## src/rtl/psls_pkg.sv

```systemverilog
// shared constants, types and command/status structs for the prefix-sum search core
`default_nettype none
package psls_pkg;

	localparam int TABLE_DEPTH = 1024;
	localparam int IDX_W = $clog2(TABLE_DEPTH);
	localparam int CNT_W = $clog2(TABLE_DEPTH + 1);
	localparam int VAL_W = 32;
	localparam int POS_W = 11;

	typedef enum logic {
		OP_LOAD  = 1'b0,
		OP_QUERY = 1'b1
	} op_t;

	typedef enum logic [1:0] {
		ST_IDLE,
		ST_SEARCH,
		ST_EMIT_QUERY,
		ST_EMIT_FULL
	} state_t;

	typedef struct packed {
		logic load_en;
		logic search_start;
		logic search_step;
		logic emit_query;
		logic emit_full;
	} cmd_t;

	typedef struct packed {
		logic table_full;
		logic search_done;
		logic slot_free;
	} stat_t;

endpackage
`default_nettype wire

```

## src/rtl/psls_ctrl.sv

```systemverilog
// controller state machine: accepts beats, sequences the search, issues results
`default_nettype none
module psls_ctrl (
	input  wire logic           clk,
	input  wire logic           arst_n,
	input  wire logic           in_valid,
	input  wire logic           in_opcode,
	output logic                in_ready,
	input  wire psls_pkg::stat_t stat,
	output psls_pkg::cmd_t      cmd
);
	import psls_pkg::*;

	state_t state_q;
	state_t state_d;
	logic   accept;

	assign accept = in_valid && (state_q == ST_IDLE);

	always_ff @(posedge clk or negedge arst_n) begin
		if (!arst_n) begin
			state_q <= ST_IDLE;
		end else begin
			state_q <= state_d;
		end
	end

	always_comb begin
		state_d = state_q;
		case (state_q)
			ST_IDLE: begin
				if (accept) begin
					if (op_t'(in_opcode) == OP_QUERY) begin
						state_d = ST_SEARCH;
					end else if (stat.table_full) begin
						state_d = ST_EMIT_FULL;
					end
				end
			end
			ST_SEARCH: begin
				if (stat.search_done) begin
					state_d = ST_EMIT_QUERY;
				end
			end
			ST_EMIT_QUERY, ST_EMIT_FULL: begin
				if (stat.slot_free) begin
					state_d = ST_IDLE;
				end
			end
			default: state_d = ST_IDLE;
		endcase
	end

	always_comb begin
		cmd      = '0;
		in_ready = 1'b0;
		case (state_q)
			ST_IDLE: begin
				in_ready = 1'b1;
				if (accept) begin
					cmd.load_en      = (op_t'(in_opcode) == OP_LOAD) && !stat.table_full;
					cmd.search_start = (op_t'(in_opcode) == OP_QUERY);
				end
			end
			ST_SEARCH:     cmd.search_step = 1'b1;
			ST_EMIT_QUERY: cmd.emit_query  = stat.slot_free;
			ST_EMIT_FULL:  cmd.emit_full   = stat.slot_free;
			default: begin
				cmd      = '0;
				in_ready = 1'b0;
			end
		endcase
	end

endmodule
`default_nettype wire

```

## config.mk

```make
export PLATFORM = sky130hd
export DESIGN_NAME = psls_ctrl
export DESIGN_NICKNAME = d
export VERILOG_FILES = /design/src/rtl/psls_pkg.sv /design/src/rtl/psls_ctrl.sv
export SDC_FILE = /design/constraint.sdc
export NUM_CORES = 1
export LEC_CHECK = 0
export BUFFER_PORTS_ARGS = -buffer_cell sky130_fd_sc_hd__buf_2
export CAP_MARGIN = 30
export CORE_AREA = 8 8 45 47
export CTS_CLUSTER_DIAMETER = 150
export CTS_CLUSTER_SIZE = 12
export DETAILED_ROUTE_END_ITERATION = 8
export DIE_AREA = 0 0 53 55
export PLACE_DENSITY_LB_ADDON = 0.3
export SKIP_CTS_REPAIR_TIMING = 1
export SLEW_MARGIN = 15
export SYNTH_ARGS = -nofsm -noshare
export SYNTH_HDL_FRONTEND = slang
export SYNTH_SLANG_ARGS = --single-unit
```

## constraint.sdc

```tcl
create_clock -name clk -period 1.04 [get_ports clk]
set_input_delay 0 -clock clk [delete_from_list [all_inputs] [get_ports clk]]
set_output_delay 0 -clock clk [all_outputs]
set_load 0.05 [all_outputs]
```

==> key figures <==
Status
  • Status: finished with violations
  • Failing checks: negative setup slack

Clocking
  • H-tree Lvls: 1
  • Clk_lat worst skew: about 230 ps
  • TritonCTS Buffers: 3
  • CTS max path bufs: 2
  • Clock transition at path regs: 40 ps
  • CTS tree: done
  • Root Driver: clkbuf_4
  • CTS Sinks: 2

Logic synthesis
  • Main synth FF type: dfrtp_1
  • Syn_area_per_cell: roughly 9.2 sq um
  • Synth Instances: 16
  • EDFF count, synth: 0
  • Syn nets: 23
  • Synth unique cells: 11
  • Top cells by count, synth: and3_2, nor2_1, dfrtp_1
  • Top cells by area, synth: dfrtp_1, and3_2, nand4bb_1, nor2_1, a22o_2
  • Sequential element share of the synthesized area: 33.9%
  • #FFs+latches synth: 2
  • Ys async rst share: 100%
  • Top cell type's share of synthesized area: ~34%
  • Synthesized area: 148 sq um
  • Yosys Warn Count: 0
  • Cell taking the most area after synthesis: dfrtp_1

Final layout
  • Ant. Diodes: 0
  • Largest Register: state_q
  • Nets: 42
  • Register area: 52.6 sq um
  • Max reg flops: 2
  • Multi-input logic area: approximately 120 sq um
  • Layout cells sized above 1: around 74%
  • # fillers: 155
  • Area delta synth->final: 135%
  • Final Cell Area: 347 sq um
  • Util after Layout: 25.0%
  • Top flop regs: state_q x2

Worst setup path
  • Reg-to-Reg Start: state_q[0]$_DFFE_PN0P_
  • Crit end category: output pin
  • Worst path arrival time: 1150 ps
  • Worst Setup SP: state_q[1]$_DFFE_PN0P_
  • FF-to-FF setup slack: 100 ps
  • Setup crit end: cmd[4]
  • CP max FO: 6
  • RR Endpoint: state_q[1]$_DFFE_PN0P_
  • CP Launch Type: register
  • Critical Path RT: 1040 ps
  • Crit Path Category: reg2out
  • R2r worst-path depth: 2

Routing
  • DRC Markers: 0
  • DRT iter0 DRCs: 0
  • DR vias: 188
  • ANT nets after route: 0
  • Vias per cell: ~3.8
  • WL final: 561 microns
  • Drt wl/cell: around 11 microns
  • Initial DRT Pass Iterations: 1

Floorplanning
  • FP Rows: 14
  • Initial core utilization: 10.7%
  • Total core area: 0.00138 sq mm
  • Die ar.: a little under 0.003 sq mm
  • Die H: 55 microns
  • IO Count: 13
  • Die width: between 50 and 60 microns

Timing
  • Sum Neg Setup Slack: -401 ps
  • RSZ-0062 raised after global routing: true
  • F_max: 873 MHz
  • Final setup fails: 6
  • Tightest Pin Transition: around 250 ps
  • Slew Viols, Final: 0
  • Fin. Hold Viols: 0
  • Worst rel slew slack: 83.3%
  • Worst Slack Setup Final: -106 ps
  • Fin crit share: 110%
  • Max Clock Skew: between 7 and 8 ps
  • Fin crit period: 1150 ps

Power
  • Leak: between 0.15 and 0.2 nW
  • Pwr Total: 1.01 mW
  • Int Pwr: 0.524 mW
  • Logic pwr share: 61.7%
  • Sw frac: 48.3%
  • PwrDens: approximately 3000 mW/mm^2
  • Clock Power Share: about a fifth
  • Worst ir drop on vdd: 0.990 mV
  • Switch Pwr: 0.489 mW
  • Part of the power in registers: 19.2%

Global route
  • Total GRT Usage: 3.83%
  • Grt total ovfl: 0
  • Vias in the first global route: 179
  • Global-route wire length before repair: roughly 720 microns
  • Initial antenna violation count: 0
  • Largest net degree at the start of global routing: 8

Placement
  • Gpl congestion: 0.699
  • DPL Wire Length: 428 microns
  • Port bufs: 12
  • Dpl cell area: 246 sq um

Hold path
  • Worst Hold Class: in2async

Run
  • Max-cap viol count: 0
[final cells by class]
cell class | instances | area share, %
multi-input combinational | 14 | 35.7
clock buffer | 4 | 7.58
timing repair buffer | 14 | 35.7
sequential | 2 | 15.2
tap | 16 | 5.78
[cells by family (layout without fill, tap and decap cells)]
kind of cell	Yosys count	after routing	share of synthesized area, %
simple gates	9	9	39.0
compound gates	4	4	20.3
flops	2	2	33.9
mux	1	1	6.78
buf+inv	0	18	0
[per-layer routing]
layer  track usage [%]  wire [microns]  up-vias
met5                 0               0        -
met4              5.17               0        0
met1              3.35             232       80
met2              4.49             215       13
met3              3.48             113        0
li1                  -               -       95
[worst min path at each step]
stage | start | end | slack (ps) | cells after the start
CTS | arst_n | state_q[0]$_DFFE_PN0P_ | -460 | 1
global route | arst_n | state_q[0]$_DFFE_PN0P_ | 60 | 2
detailed placement | arst_n | state_q[1]$_DFFE_PN0P_ | -210 | 1
finish | arst_n | state_q[0]$_DFFE_PN0P_ | 80 | 2
floorplan | arst_n | state_q[0]$_DFFE_PN0P_ | -300 | 0
global placement | arst_n | state_q[1]$_DFFE_PN0P_ | -210 | 1
[critical path, cell delays in order (launching register included)]
cell and delay (ps):
dfrtp_2 440, nor2_4 150, and3_4 190, buf_8 140
[placed cells by master, fill, tap and decap left out, drive strengths merged]
| master | netlist | routed |
|---|---|---|
| o21a | 1 | 1 |
| mux2i | 1 | 1 |
| and3 | 3 | 3 |
| a21oi | 1 | 1 |
| a21boi | 1 | 1 |
| a22o | 1 | 1 |
| dlygate4sd3 | 0 | 1 |
| clkbuf | 0 | 4 |
| nor2 | 3 | 3 |
| and2b | 1 | 1 |
| nand2 | 1 | 1 |
| nand4bb | 1 | 1 |
| dfrtp | 2 | 2 |
| buf | 0 | 13 |
[power groups by stage]
stage	sequential [mW]	clock (mW)	combinational, mW
2_1_floorplan	0.181	0	0.392
3_3_place_gp	0.194	0	0.488
3_5_place_dp	0.193	0	0.490
4_1_cts	0.192	0.210	0.491
5_1_grt	0.202	0.220	0.658
6_report	0.195	0.193	0.625
[stage by stage]
step	setup WS, ps	std cells	hold slack (ps)
after floorplan	-79.3	16	-296
after global placement	18.4	44	-211
after detailed placement	19.3	44	-213
after CTS	-235	48	-465
after global routing	-169	50	63.2
final	-106	50	78.4
No activity file was read; power rests on OpenSTA's default activity.
